==> config.mk <==
export PLATFORM = sky130hd
export DESIGN_NAME = peer_liveness_table
export DESIGN_NICKNAME = d
export VERILOG_FILES = /design/src/design/plt_pkg.sv /design/src/design/plt_unit.sv /design/src/design/peer_liveness_table.sv
export SDC_FILE = /design/constraint.sdc
export NUM_CORES = 1
export LEC_CHECK = 0
export BUFFER_PORTS_ARGS = -buffer_cell sky130_fd_sc_hd__buf_2
export CORE_ASPECT_RATIO = 1.5
export CORE_MARGIN = 4
export CORE_UTILIZATION = 59
export CTS_CLUSTER_DIAMETER = 150
export CTS_CLUSTER_SIZE = 30
export DETAILED_ROUTE_END_ITERATION = 6
export HOLD_SLACK_MARGIN = 0.12
export PLACE_DENSITY = 0.89
export SLEW_MARGIN = 20
export SYNTH_ARGS = -nofsm -noshare
export SYNTH_HDL_FRONTEND = slang
export SYNTH_SLANG_ARGS = --single-unit
==> constraint.sdc <==
create_clock -name clock -period 8.1 [get_ports clock]
set_input_delay 1.215 -clock clock [delete_from_list [all_inputs] [get_ports clock]]
set_output_delay 1.215 -clock clock [all_outputs]
set_load 0.01 [all_outputs]
==> src/design/plt_pkg.sv <==
// Shared constants and types of the peer liveness table.
// Used by plt_unit, peer_liveness_table and the testbench; depends on nothing else.
package plt_pkg;

   localparam int NUM_PEERS   = 2;
   localparam int MAX_ENTRIES = 4;
   localparam int ENTRY_W     = (NUM_PEERS > 1) ? $clog2(NUM_PEERS) : 1;
   localparam int CNT_W       = $clog2(NUM_PEERS + 1);

   localparam int MAC_W   = 48;
   localparam int SEQ_W   = 16;
   localparam int TIME_W  = 32;
   localparam int PIDX_W  = 3;
   localparam int REQ_W   = 104;
   localparam int RSP_W   = 96;
   localparam int CSR_IDX_W = 3;

   typedef enum logic [1:0] {
      OP_FRAME = 2'd0,
      OP_TICK  = 2'd1,
      OP_QUERY = 2'd2,
      OP_NONE  = 2'd3
   } op_type;

   localparam logic [CSR_IDX_W-1:0] REG_PEER_ENABLE = 3'd4;
   localparam logic [CSR_IDX_W-1:0] REG_TIMEOUT     = 3'd5;

   localparam logic [MAX_ENTRIES-1:0] ENABLE_RESET  = 4'd3;
   localparam logic [TIME_W-1:0]      TIMEOUT_RESET = 32'd3000;

   typedef struct packed {
      logic              age_mode;
      logic [MAC_W-1:0]  entry_mac;
      logic [MAC_W-1:0]  frame_mac;
      logic [TIME_W-1:0] now_ms;
      logic [TIME_W-1:0] seen_ms;
      logic [TIME_W-1:0] timeout_ms;
   } unit_req_type;

endpackage

==> src/design/plt_unit.sv <==
// Shared compare unit of the peer liveness table: MAC match or age check.
// Depends on plt_pkg.
module plt_unit (
   input  plt_pkg::unit_req_type unit_req,
   output logic                  hit
);

   logic [plt_pkg::TIME_W-1:0] age;

   assign age = unit_req.now_ms - unit_req.seen_ms;
   assign hit = unit_req.age_mode ? (age > unit_req.timeout_ms)
                                  : (unit_req.entry_mac == unit_req.frame_mac);

endmodule

==> src/design/peer_liveness_table.sv <==
// Top level of the peer liveness table: configuration, sequencer and entries.
// Depends on plt_pkg and plt_unit.
//
// One request beat is taken at a time. A frame visits the entries one per cycle
// through a single shared compare unit and stops at the first enabled match, so
// it visits from 1 to NUM_PEERS entries. A tick visits every entry. A query or
// an unknown op skips the scan and goes to the finish state. The response beat
// is held in an output register, so the next request beat is taken while a
// response still waits; the sequencer stalls only when a new response is ready
// and the old one has not been taken. Configuration beats are always accepted.
module peer_liveness_table (
   input  logic                            clock,
   input  logic                            reset,
   input  logic                            req_tvalid,
   output logic                            req_tready,
   // mac[47:0], sequence_req[63:48], now_ms[95:64], peer_index[98:96], zeros
   input  logic [plt_pkg::REQ_W-1:0]       req_tdata,
   // op[1:0]
   input  logic [1:0]                      req_tuser,
   output logic                            rsp_tvalid,
   input  logic                            rsp_tready,
   // matched[0], match_index[2:1], online_mask[6:3], online_count[9:7],
   // query_status[10], info_online[11], info_last_seen_ms[43:12],
   // info_packet_count[75:44], info_last_sequence[91:76], zeros
   output logic [plt_pkg::RSP_W-1:0]       rsp_tdata,
   input  logic                            csr_valid,
   output logic                            csr_ready,
   input  logic [plt_pkg::CSR_IDX_W-1:0]   csr_index,
   input  logic [plt_pkg::MAC_W-1:0]       csr_data
);

   typedef enum logic [1:0] {
      ST_IDLE,
      ST_SCAN,
      ST_FINISH
   } state_type;

   state_type state_ff, state_in;
   logic [plt_pkg::CNT_W-1:0] cnt_ff, cnt_in;
   logic matched_ff, matched_in;
   logic [1:0] match_idx_ff, match_idx_in;

   plt_pkg::op_type op_ff, op_in;
   logic [plt_pkg::MAC_W-1:0]  mac_ff, mac_in;
   logic [plt_pkg::SEQ_W-1:0]  seq_ff, seq_in;
   logic [plt_pkg::TIME_W-1:0] now_ff, now_in;
   logic qbad_ff, qbad_in;

   logic [plt_pkg::MAC_W-1:0] peer_mac_ff [plt_pkg::MAX_ENTRIES];
   logic [plt_pkg::MAC_W-1:0] peer_mac_in [plt_pkg::MAX_ENTRIES];
   logic [plt_pkg::MAX_ENTRIES-1:0] enable_ff, enable_in;
   logic [plt_pkg::TIME_W-1:0] timeout_ff, timeout_in;

   logic [plt_pkg::TIME_W-1:0] seen_time_ff [plt_pkg::NUM_PEERS];
   logic [plt_pkg::TIME_W-1:0] seen_time_in [plt_pkg::NUM_PEERS];
   logic [plt_pkg::TIME_W-1:0] frame_count_ff [plt_pkg::NUM_PEERS];
   logic [plt_pkg::TIME_W-1:0] frame_count_in [plt_pkg::NUM_PEERS];
   logic [plt_pkg::SEQ_W-1:0] last_seq_ff [plt_pkg::NUM_PEERS];
   logic [plt_pkg::SEQ_W-1:0] last_seq_in [plt_pkg::NUM_PEERS];
   logic [plt_pkg::NUM_PEERS-1:0] alive_ff, alive_in;

   logic rsp_tvalid_ff, rsp_tvalid_in;
   logic [plt_pkg::RSP_W-1:0] rsp_tdata_ff, rsp_tdata_in;

   logic [plt_pkg::ENTRY_W-1:0] entry;
   logic [1:0] slot;
   plt_pkg::unit_req_type unit_req;
   logic unit_hit;
   logic last_entry;
   logic out_free;
   logic [plt_pkg::MAX_ENTRIES-1:0] mask;
   logic [2:0] count;

   assign entry      = cnt_ff[plt_pkg::ENTRY_W-1:0];
   assign slot       = 2'(entry);
   assign last_entry = (cnt_ff == plt_pkg::CNT_W'(plt_pkg::NUM_PEERS - 1));
   assign out_free   = !rsp_tvalid_ff || rsp_tready;

   assign req_tready = (state_ff == ST_IDLE);
   assign csr_ready  = 1'b1;
   assign rsp_tvalid = rsp_tvalid_ff;
   assign rsp_tdata  = rsp_tdata_ff;

   always_comb begin
      unit_req.age_mode   = (op_ff == plt_pkg::OP_TICK);
      unit_req.entry_mac  = peer_mac_ff[slot];
      unit_req.frame_mac  = mac_ff;
      unit_req.now_ms     = now_ff;
      unit_req.seen_ms    = seen_time_ff[entry];
      unit_req.timeout_ms = timeout_ff;
   end

   plt_unit u_unit (
      .unit_req (unit_req),
      .hit      (unit_hit)
   );

   always_comb begin
      mask  = '0;
      count = '0;
      for (int i = 0; i < plt_pkg::NUM_PEERS; i++) begin
         mask[i] = alive_ff[i];
         count   = count + {2'd0, alive_ff[i]};
      end
   end

   always_comb begin
      state_in      = state_ff;
      cnt_in        = cnt_ff;
      matched_in    = matched_ff;
      match_idx_in  = match_idx_ff;
      op_in         = op_ff;
      mac_in        = mac_ff;
      seq_in        = seq_ff;
      now_in        = now_ff;
      qbad_in       = qbad_ff;
      peer_mac_in   = peer_mac_ff;
      enable_in     = enable_ff;
      timeout_in    = timeout_ff;
      seen_time_in  = seen_time_ff;
      frame_count_in = frame_count_ff;
      last_seq_in   = last_seq_ff;
      alive_in      = alive_ff;
      rsp_tvalid_in = rsp_tvalid_ff && !rsp_tready;
      rsp_tdata_in  = rsp_tdata_ff;

      if (csr_valid) begin
         if (csr_index < plt_pkg::REG_PEER_ENABLE) begin
            peer_mac_in[csr_index[1:0]] = csr_data;
         end else if (csr_index == plt_pkg::REG_PEER_ENABLE) begin
            enable_in = csr_data[plt_pkg::MAX_ENTRIES-1:0];
         end else if (csr_index == plt_pkg::REG_TIMEOUT) begin
            timeout_in = csr_data[plt_pkg::TIME_W-1:0];
         end
      end

      case (state_ff)
         ST_IDLE: begin
            if (req_tvalid) begin
               op_in      = plt_pkg::op_type'(req_tuser);
               mac_in     = req_tdata[47:0];
               seq_in     = req_tdata[63:48];
               now_in     = req_tdata[95:64];
               qbad_in    = (req_tdata[98:96] >= plt_pkg::PIDX_W'(plt_pkg::NUM_PEERS));
               matched_in = 1'b0;
               match_idx_in = 2'd0;
               if (plt_pkg::op_type'(req_tuser) == plt_pkg::OP_FRAME ||
                   plt_pkg::op_type'(req_tuser) == plt_pkg::OP_TICK) begin
                  cnt_in   = '0;
                  state_in = ST_SCAN;
               end else begin
                  cnt_in   = plt_pkg::CNT_W'(req_tdata[98:96]);
                  state_in = ST_FINISH;
               end
            end
         end
         ST_SCAN: begin
            if (op_ff == plt_pkg::OP_FRAME) begin
               if (enable_ff[slot] && unit_hit) begin
                  seen_time_in[entry]   = now_ff;
                  frame_count_in[entry] = frame_count_ff[entry] + 32'd1;
                  last_seq_in[entry]    = seq_ff;
                  alive_in[entry]       = 1'b1;
                  matched_in            = 1'b1;
                  match_idx_in          = 2'(cnt_ff);
                  state_in              = ST_FINISH;
               end
            end else begin
               if (enable_ff[slot] && alive_ff[entry] &&
                   seen_time_ff[entry] != '0 && unit_hit) begin
                  alive_in[entry] = 1'b0;
               end
            end
            if (last_entry) begin
               state_in = ST_FINISH;
            end else begin
               cnt_in = cnt_ff + plt_pkg::CNT_W'(1);
            end
         end
         ST_FINISH: begin
            if (out_free) begin
               rsp_tvalid_in       = 1'b1;
               rsp_tdata_in        = '0;
               rsp_tdata_in[0]     = matched_ff;
               rsp_tdata_in[2:1]   = match_idx_ff;
               rsp_tdata_in[6:3]   = mask;
               rsp_tdata_in[9:7]   = count;
               if (op_ff == plt_pkg::OP_QUERY) begin
                  if (qbad_ff) begin
                     rsp_tdata_in[10] = 1'b1;
                  end else begin
                     rsp_tdata_in[11]    = alive_ff[entry];
                     rsp_tdata_in[43:12] = seen_time_ff[entry];
                     rsp_tdata_in[75:44] = frame_count_ff[entry];
                     rsp_tdata_in[91:76] = last_seq_ff[entry];
                  end
               end
               state_in = ST_IDLE;
            end
         end
         default: begin
            state_in = ST_IDLE;
         end
      endcase
   end

   always_ff @(posedge clock) begin
      op_ff        <= op_in;
      mac_ff       <= mac_in;
      seq_ff       <= seq_in;
      now_ff       <= now_in;
      qbad_ff      <= qbad_in;
      rsp_tdata_ff <= rsp_tdata_in;
      if (reset) begin
         state_ff      <= ST_IDLE;
         cnt_ff        <= '0;
         matched_ff    <= 1'b0;
         match_idx_ff  <= 2'd0;
         rsp_tvalid_ff <= 1'b0;
         enable_ff     <= plt_pkg::ENABLE_RESET;
         timeout_ff    <= plt_pkg::TIMEOUT_RESET;
         alive_ff      <= '0;
         for (int i = 0; i < plt_pkg::MAX_ENTRIES; i++) begin
            peer_mac_ff[i] <= '0;
         end
         for (int i = 0; i < plt_pkg::NUM_PEERS; i++) begin
            seen_time_ff[i]   <= '0;
            frame_count_ff[i] <= '0;
            last_seq_ff[i]    <= '0;
         end
      end else begin
         state_ff       <= state_in;
         cnt_ff         <= cnt_in;
         matched_ff     <= matched_in;
         match_idx_ff   <= match_idx_in;
         rsp_tvalid_ff  <= rsp_tvalid_in;
         enable_ff      <= enable_in;
         timeout_ff     <= timeout_in;
         alive_ff       <= alive_in;
         peer_mac_ff    <= peer_mac_in;
         seen_time_ff   <= seen_time_in;
         frame_count_ff <= frame_count_in;
         last_seq_ff    <= last_seq_in;
      end
   end

   a_busy_after_accept: assert property (@(posedge clock) disable iff (reset)
      (req_tvalid && req_tready) |=> !req_tready)
      else $error("request taken while a beat is still in work");

   a_count_matches_mask: assert property (@(posedge clock) disable iff (reset)
      rsp_tvalid |-> ($countones(rsp_tdata[6:3]) == int'(rsp_tdata[9:7])))
      else $error("online count differs from online mask");

   a_bad_query_clean: assert property (@(posedge clock) disable iff (reset)
      (rsp_tvalid && rsp_tdata[10]) |-> (rsp_tdata[91:11] == '0))
      else $error("invalid query carries record fields");

   a_no_match_index: assert property (@(posedge clock) disable iff (reset)
      (rsp_tvalid && !rsp_tdata[0]) |-> (rsp_tdata[2:1] == 2'd0))
      else $error("match index set without a match");

endmodule

## After elaboration in Yosys (flattened, before gate mapping)

Cells that the tools add are included.
W data, S select, Z words.

| word-level totals | value |
|---|---|
| word-level logic and storage cells | 150 |
| input bits | 162 |
| output and inout bits | 99 |
| flip-flop bits (word level) | 585 |

| cells by class | value |
|---|---|
| add/sub/neg operators | 4 |
| order comparisons | 11 |
| reductions and logical operators | 29 |
| muxes and demuxes | 54 |
| equality and inequality tests | 17 |
| bitwise gates (word level) | 9 |

Operators by type and width:

| kind | count |
|---|---|
| $mux W32 | 7 |
| $bwmux W192 | 1 |
| $mux W48 | 3 |
| $bwmux W64 | 2 |
| $bmux W48 S2 | 1 |
| $demux W48 S2 | 1 |
| $mux W16 | 4 |
| $eq A48 B48 Y1 | 1 |
| $add A32 B1 Y32 const B | 1 |
| $bwmux W32 | 1 |
| $demux W32 S1 | 1 |
| $gt A32 B32 Y1 | 1 |
| $reduce_bool A32 Y1 | 1 |
| $sub A32 B32 Y32 | 1 |
| $mux W2 | 15 |
| $demux W16 S1 | 1 |
| $mux W1 | 12 |
| $reduce_and A3 Y1 | 4 |
| $reduce_and A4 Y1 | 3 |
| $ne A2 B2 Y1 const B | 5 |
| $eq A2 B1 Y1 const B | 4 |
| $logic_and A1 B1 Y1 | 8 |
| $pmux W2 S2 | 2 |
| $eq A3 B3 Y1 const B | 2 |
| other kinds (30) | 42 |

## Longest topological paths before layout

Gate-level depths: netlist of run 1.

| logic depth | value |
|---|---|
| depth in word-level cells | 12 |
| mapped depth | 29 |

## Cells and area by module

Synthesis of run 1 repeated with hierarchy kept, for this count alone.

| second synthesis, totals | value |
|---|---|
| cell total of the unflattened synthesis | 2329 |
| area total of the unflattened synthesis | 22306.4 µm² |

By module, submodules not included:

| module | times used | cells each | area an instance (µm²) |
|---|---|---|---|
| peer_liveness_table | 1 | 1900 | 19246.0 |
| plt_unit | 1 | 429 | 3060.4 |

## Worst setup path before layout of run 1

No wires, ideal clock.

| timing path | value |
|---|---|
| kind | in2reg |
| start | in rsp_tready |
| end | reg rsp_tdata_ff (netlist bit rsp_tdata[0]), enable pin |
| arrival time | 5290 ps |
| path slack | 2262 ps |
| stages on the path | 2 |
| path buffers | 0 |
| required time | 7552 ps |
| setup time | 548 ps |
| cell sequence | nand2b_1 -> nor2b_1 |

| between the ends | value |
|---|---|
| longest elaborated chain between the ends | 2 |

RTL lines:

| item | RTL line | source |
|---|---|---|
| start, declared | peer_liveness_table.sv:21 | `input logic rsp_tready,` |
| $logic_or A1 B1 Y1 | peer_liveness_table.sv:77 | `assign out_free = !rsp_tvalid_ff \|\| rsp_tready;` |
| $reduce_and A2 Y1 (no line) | - |  |
| end signal, assigned | peer_liveness_table.sv:213 | `rsp_tdata_ff <= rsp_tdata_in;` |
| end, declared | peer_liveness_table.sv:63 | `logic [plt_pkg::RSP_W-1:0] rsp_tdata_ff, rsp_tdata_in;` |

No other way between the ends.
A chain may end at the register's enable or synchronous reset.

## Final worst setup path of run 1

| timing path | value |
|---|---|
| start | reg cnt_ff[0] (netlist bit) |
| end | reg frame_count_ff[26] (netlist bit) |

| between the ends | value |
|---|---|
| longest elaborated chain between the ends | 9 |
| elaborated cells between the ends (all ways) | 26 |
| those cells by class | add/sub: 2; order compare: 3; eq/ne: 1; mux: 15; bitwise: 2; reduce/logical: 3 |

RTL lines:

| item | RTL line | source |
|---|---|---|
| start, declared | peer_liveness_table.sv:39 | `logic [plt_pkg::CNT_W-1:0] cnt_ff, cnt_in;` |
| start signal, assigned | peer_liveness_table.sv:233 | `cnt_ff <= cnt_in;` |
| $not A1 Y2 (not written as such) | peer_liveness_table.sv:89, peer_liveness_table.sv:161 |  |
| $mux W32 (not written as such) (3 in series) | peer_liveness_table.sv:89 | `unit_req.seen_ms = seen_time_ff[entry];` |
| $sub A32 B32 Y32 | plt_unit.sv:10 | `assign age = unit_req.now_ms - unit_req.seen_ms;` |
| $gt A32 B32 Y1 | plt_unit.sv:11 | `assign hit = unit_req.age_mode ? (age > unit_req.timeout_ms)` |
| $mux W1 | plt_unit.sv:11 |  |
| $logic_and A1 B1 Y1 | peer_liveness_table.sv:159 | `if (enable_ff[slot] && unit_hit) begin` |
| $reduce_and A3 Y1 (no line) | - |  |
| end signal, assigned | peer_liveness_table.sv:242 | `frame_count_ff <= frame_count_in;` |
| end, declared | peer_liveness_table.sv:56 | `logic [plt_pkg::TIME_W-1:0] frame_count_ff [plt_pkg::NUM_PEERS];` |

Parallel ways exist; a longest one is shown, timed or not. The select of a mux whose other input is x is not followed.

==> run metrics, run 1 <==
status completed; post-synth top area share 27.5%; Post-synth top cells 544 x nand2_1, 300 x dfxtp_1, 278 x a21oi_1; peak supply drop 0.187 mV; total number of vias 17374; placed inst area 23300 um^2; nets@finish 2679; crit path capture type register; critical path class register to register; TritonCTS Buffers 20; max frequency 0.171 GHz; Yosys cell types 61; crit path cell chain buf_4, buf_4, mux2i_1, inv_1, ha_1, a21boi_0, nand4_1, or3_1, nor2b_1, nand2_1, nor3_1, a21oi_1, a31o_2; biggest area consumer among synthesized cells dfxtp_1; Layout area overhead 9.52%; Yosys reg bits 488; # resized after CTS 0; CP bufs+invs 3; Slowest cell on crit path dfxtp_4; Least-Margin Pin Slew 1020 ps; part of the cycle the worst path needs 72.2%; FFs w/ async S/R, synth 0%; Remaining Overflow, GRT 0; Largest stage delay, worst path 1010 ps; post-route ant nets 0; Cell Area, Synth 21900 um^2; EDFF count, synth 188; IO Port Bufs 247; Crit path required time 8570 ps; sequential share of the synthesized area 53.3%; max_cap viols 0; Core Area 36700 um^2; fin. max-slew vios 0; clock-pin slew on the worst setup and hold paths 120 ps; Top FF cell, synth dfxtp_1; Hold Path Class register to register; skew final 35.4 ps; CP Launch Type register; RSZ-0062 raised after global routing no; number of clock sinks 488; count leader, synth nand2_1; initial antenna violation count 3; first drt pass iteration count 7; first-pass GRT wire length 85800 um; min cycle time layout 5850 ps; CTS tree built; die area 40300 um^2; # rows 86; Max FO, Critical Path 58; Initial Utilization 59.6%; WL per Instance 18.4 um; Arr. time, crit path 6320 ps; Area contributors post-synth dfxtp_1 27%, edfxtp_1 26%, nand2_1 9.3%; delay-heaviest family, CP simple AND/OR/NAND/NOR gates; final WL 54400 um; DR iter-0 viols 1467; H-Tree Depth 1; die height 244 um; Hold Buf Count CTS 0; chip width 165 um; pwr dens 184 nW/um^2; Yosys warning count 0; vias per inst 5.89; placer congestion estimate 0.879; Fin Setup TNS 0 ps; Pleak 8.57 nW; most used cell along the critical path buf_4; Max-slew headroom 32.1%; number of fill cells 2828; cell area after layout 24000 um^2; Total Routing Usage GR 26.1%; setup violators final 0; Remaining DRCs 0; share of cells above drive strength 1 12.9%; vias in the first global route 17344; Ports 261; Post-Syn Instances 2299; largest net degree at the start of global routing 119; syn avg cell area 9.51 um^2; Root Buffer clkbuf_16; Final Hold Viols 0; Clock Latency Late Sink 570 ps; clock tree buffer depth 3; setup bufs post-CTS 0; Post-DP HPWL 37300 um
final cells by class:
cell class	instances	area [um^2]	area share (%)
Clock buffer	34	553	2.31
Antenna cell	5	12.5	0.0522
Tap cell	484	606	2.53
Multi-Input combinational cell	1633	9510	39.7
Inverter	44	168	0.700
Clock inverter	2	46.3	0.193
Sequential cell	488	11700	48.7
Timing Repair Buffer	262	1410	5.89
per-stage QoR:
step                setup slack, ps  power [mW]  utilization (%)  cells  hold WS [ps]
finish                         2250        4.40             65.3   2952           446
floorplan                      2260        3.05                -   2305           408
global placement               2420        3.19             63.4   2909           415
CTS                            2260        4.42             65.1   2946           450
global route                   1820        4.56             65.3   2948           461
detailed placement             2280        3.21             63.5   2910           420
kinds of logic (layout without fill, tap and decap cells):
group           after synthesis  after routing  synth area share [%]
compound gates              416            416                  10.9
mux                         132            132                  6.09
fa+ha+maj                    68             68                  3.92
flops                       488            488                  53.3
buf+inv                     184            342                  3.59
other cells                   2             13                0.0343
xor+xnor                     87             87                  3.48
simple gates                922            922                  18.7
path summary, 6_finish.rpt:
kind | startpoint | end | slack, ps | cells past startpoint
min reg2reg | match_idx_ff[0] | rsp_tdata[1] | 450 | 0
min | match_idx_ff[0] | rsp_tdata[1] | 450 | 0
max | cnt_ff[0] | frame_count_ff[26] | 2250 | 13
max reg2reg | cnt_ff[0] | frame_count_ff[26] | 2250 | 13
power by group:
group	switching (mW)	internal (mW)
Sequential	0.0576	2.64
Combinational	0.284	0.189
Clock	0.750	0.486
routing by layer:
layer | up-vias | wire [um] | track usage (%)
li1 | 8178 | - | -
met3 | 170 | 3520 | 2.78
met1 | 8254 | 20000 | 30.5
met5 | - | 0 | 0
met4 | 0 | 2870 | 13.2
met2 | 772 | 28000 | 46.8
sequential cells by signal (all words and copies together) (netlist names), named ones only:
register        cells
peer_mac_ff        96
rsp_tdata          89
frame_count_ff     64
seen_time_ff       64
mac_ff             48
last_seq_ff        32
now_ff             32
timeout_ff         32
seq_ff             16
cnt_ff              2
enable_ff           2
match_idx_ff        2
op_ff               2
state_ff            2
matched_ff          1
qbad_ff             1
rsp_tvalid          1
placed cells by master (no fill, tap or decap), drive strengths merged, types with 24 or more instances in the layout:
cell type / count
nand2: 544
nand3b: 26
nor2b: 46
a21oi: 278
clkbuf: 34
buf: 262
edfxtp: 188
nor2: 144
xnor2: 68
nand4: 24
inv: 44
nand3: 31
mux2i: 123
ha: 67
o21ai: 38
dfxtp: 300
a21o: 38
worst register-to-register path, stage by stage, from the launching register on:
cell and delay (ps):
dfxtp_4 1010, buf_4 700, buf_4 740, mux2i_1 320, inv_1 120, ha_1 270
a21boi_0 430, nand4_1 260, or3_1 520, nor2b_1 230, nand2_1 270, nor3_1 500
a21oi_1 150, a31o_2 250
No activity file was read; power rests on OpenSTA's default activity.
==> run 2, diff against run 1 <==
Settings changed: ABC_AREA from default to 1, PLACE_DENSITY 0.89 to 0.88.
Clock period 8.1 ns to 5.75 ns, I/O delays scaled along.
==> run 2 against run 1 <==
Against the previous run: largest power group unchanged; sequential share of layout area shrank 2.5 points; total power is 75% higher; non-clock buffer count up 8; highest routed layer is now met5; cell count grew 26%; setup slack got worse by 1700 ps; sequential cell count unchanged; register-to-register slack got worse by 1700 ps; core utilization up 0.085 points.
==> run metrics, run 2 <==
max reg flops 96; biggest area consumer among synthesized cells dfxtp_1; placer congestion estimate 0.935; CP bufs+invs 4; count leader, synth nand2_1; setup violators final 0; vias per inst 5.27; Reg with most FFs peer_mac_ff; commonest cells after routing, fill and taps aside 812 x nand2_1, 636 x nor2_1, 320 x inv_1; die height 251 um; die area 42500 um^2; Hold Path Class register to register; DR iter-0 viols 1798; Post-Syn Instances 3041; Layout Utilization 65.4%; Max-slew headroom 33.7%; skew final 33.2 ps; clock tree buffer depth 3; Total Routing Usage GR 25.6%; H-Tree Depth 1; status completed; setup bufs post-CTS 0; IO Port Bufs 247; Fin Setup TNS 0 ps; sequential share of the synthesized area 50.3%; Cell Int Power 5.21 mW; Yosys cell types 48; Sequential Power Share 50.9%; CP Launch Type register; final WL 56900 um; r2r worst-path depth 30; nets@finish 3434; Pleak 11.6 nW; Core Area 38600 um^2; reg2reg setup slack 500 ps; Max FO, Critical Path 98; Remaining DRCs 0; RSZ-0062 raised after global routing no; post-synth top area share 25.9%; critical path class register to register; chip width 170 um; Yosys reg bits 488; sequential cell area 11700 um^2; NetSw 2.49 mW; Arr. time, crit path 5720 ps; Clock Latency Late Sink 560 ps; EDFF count, synth 188; combinational share of power 26.0%; Yosys warning count 0; Top FF cell, synth dfxtp_1; max_cap viols 0; TritonCTS Buffers 20; Slowest cell on crit path dfxtp_4; FFs w/ async S/R, synth 0%; Post-DP HPWL 39100 um; Reg-to-Reg End seen_time_ff[50]; most common cell after layout, fill and taps aside nand2_1; Final Hold Viols 0; pwr dens 305 nW/um^2; Hold Buf Count CTS 0; Largest stage delay, worst path 640 ps; hold path depth 0; most used cell along the critical path nand2_1; Layout area overhead 9.13%; # resized after CTS 0; syn avg cell area 7.61 um^2; initial antenna violation count 8; CTS tree built; sw frac 32.4%; number of clock sinks 488; WL per Instance 15.3 um; largest net degree at the start of global routing 158; part of the cycle the worst path needs 91.3%; peak supply drop 0.290 mV; Initial Utilization 59.9%; total power 7.70 mW; post-route ant nets 0; min cycle time layout 5250 ps; Root Buffer clkbuf_16; clock-pin slew on the worst setup and hold paths 120 ps; first drt pass iteration count 6; crit path capture type register; Hold EP rsp_tdata[1]; share of cells above drive strength 1 9.82%; total number of vias 19594; delay-heaviest family, CP simple AND/OR/NAND/NOR gates; number of fill cells 3210; Least-Margin Pin Slew 995 ps; vias in the first global route 18100; Crit path required time 6220 ps; Post-synth top cells 813 x nand2_1, 638 x nor2_1, 320 x inv_1; first-pass GRT wire length 89300 um; Cell Area, Synth 23100 um^2; fin. max-slew vios 0; Multi-input gate area 9670 um^2; Area contributors post-synth dfxtp_1 26%, edfxtp_1 24%, nand2_1 13%; Remaining Overflow, GRT 0; Worst Min Path Start match_idx_ff[0]; Ports 261; # rows 88; Worst R2R Start cnt_ff[0]; clock power share 23.0%; max frequency 0.190 GHz
[run 2: cell type report]
class / instances / area share, %
Clock inverter: 1 / 0.119
Sequential cell: 488 / 46.1
Inverter: 324 / 4.83
Tap cell: 495 / 2.45
Multi-Input combinational cell: 2100 / 38.3
Timing Repair Buffer: 270 / 5.82
Clock buffer: 35 / 2.29
Antenna cell: 8 / 0.0792
[run 2: worst max path at each step]
stage,to,cells after the start,start
floorplan,rsp_tdata[0],2,rsp_tready
global placement,seen_time_ff[38],30,cnt_ff[0]
detailed placement,seen_time_ff[50],30,cnt_ff[0]
CTS,seen_time_ff[50],30,cnt_ff[0]
global route,seen_time_ff[47],30,cnt_ff[0]
finish,seen_time_ff[50],30,cnt_ff[0]
[run 2: power groups by stage]
stage | logic (mW) | registers, mW | clock network (mW)
global placement | 1.94 | 3.99 | 0
global route | 2.28 | 3.94 | 1.92
finish | 2.01 | 3.92 | 1.77
CTS | 2.00 | 3.92 | 1.80
floorplan | 1.43 | 4.00 | 0
detailed placement | 1.98 | 4.00 | 0
[run 2: stage by stage]
stage          setup slack, ps  std cells  hold slack [ps]  cell area (um^2)
6_report                   500       3721              457             25300
2_1_floorplan              606       3047              408             23200
5_1_grt                    140       3718              452             25300
3_3_place_gp               750       3677              414             24600
3_5_place_dp               595       3677              433             24600
4_1_cts                    551       3713              447             25200
[run 2: cells by family (layout without fill, tap and decap cells)]
group / count (synthesis) / count (layout) / synth area share [%]
AOI/OAI and AO/OA: 379 / 379 / 8.58
xor gates and xnor gates: 60 / 60 / 2.27
adders and majority gates: 68 / 68 / 3.71
buffers and inverters: 459 / 630 / 8.11
DFF: 488 / 488 / 50.3
other: 2 / 16 / 0.0324
and+or+nand+nor: 1585 / 1585 / 27.0
[run 2: layer usage]
metal	track usage [%]	share of wire, %	vias up
li1	-	-	9859
met4	11.5	4.3	2
met1	32.3	40	8961
met2	43.8	49	637
met5	0	0.023	-
met3	3.00	6.1	135
[run 2: worst register-to-register path, delay by kind of cell (launching register included)]
| family | cells | cell delay, ps |
|---|---|---|
| compound gates | 5 | 1170 |
| simple gates | 17 | 1750 |
| xor+xnor | 1 | 160 |
| fa+ha+maj | 3 | 820 |
| flops | 1 | 640 |
| buf+inv | 4 | 640 |
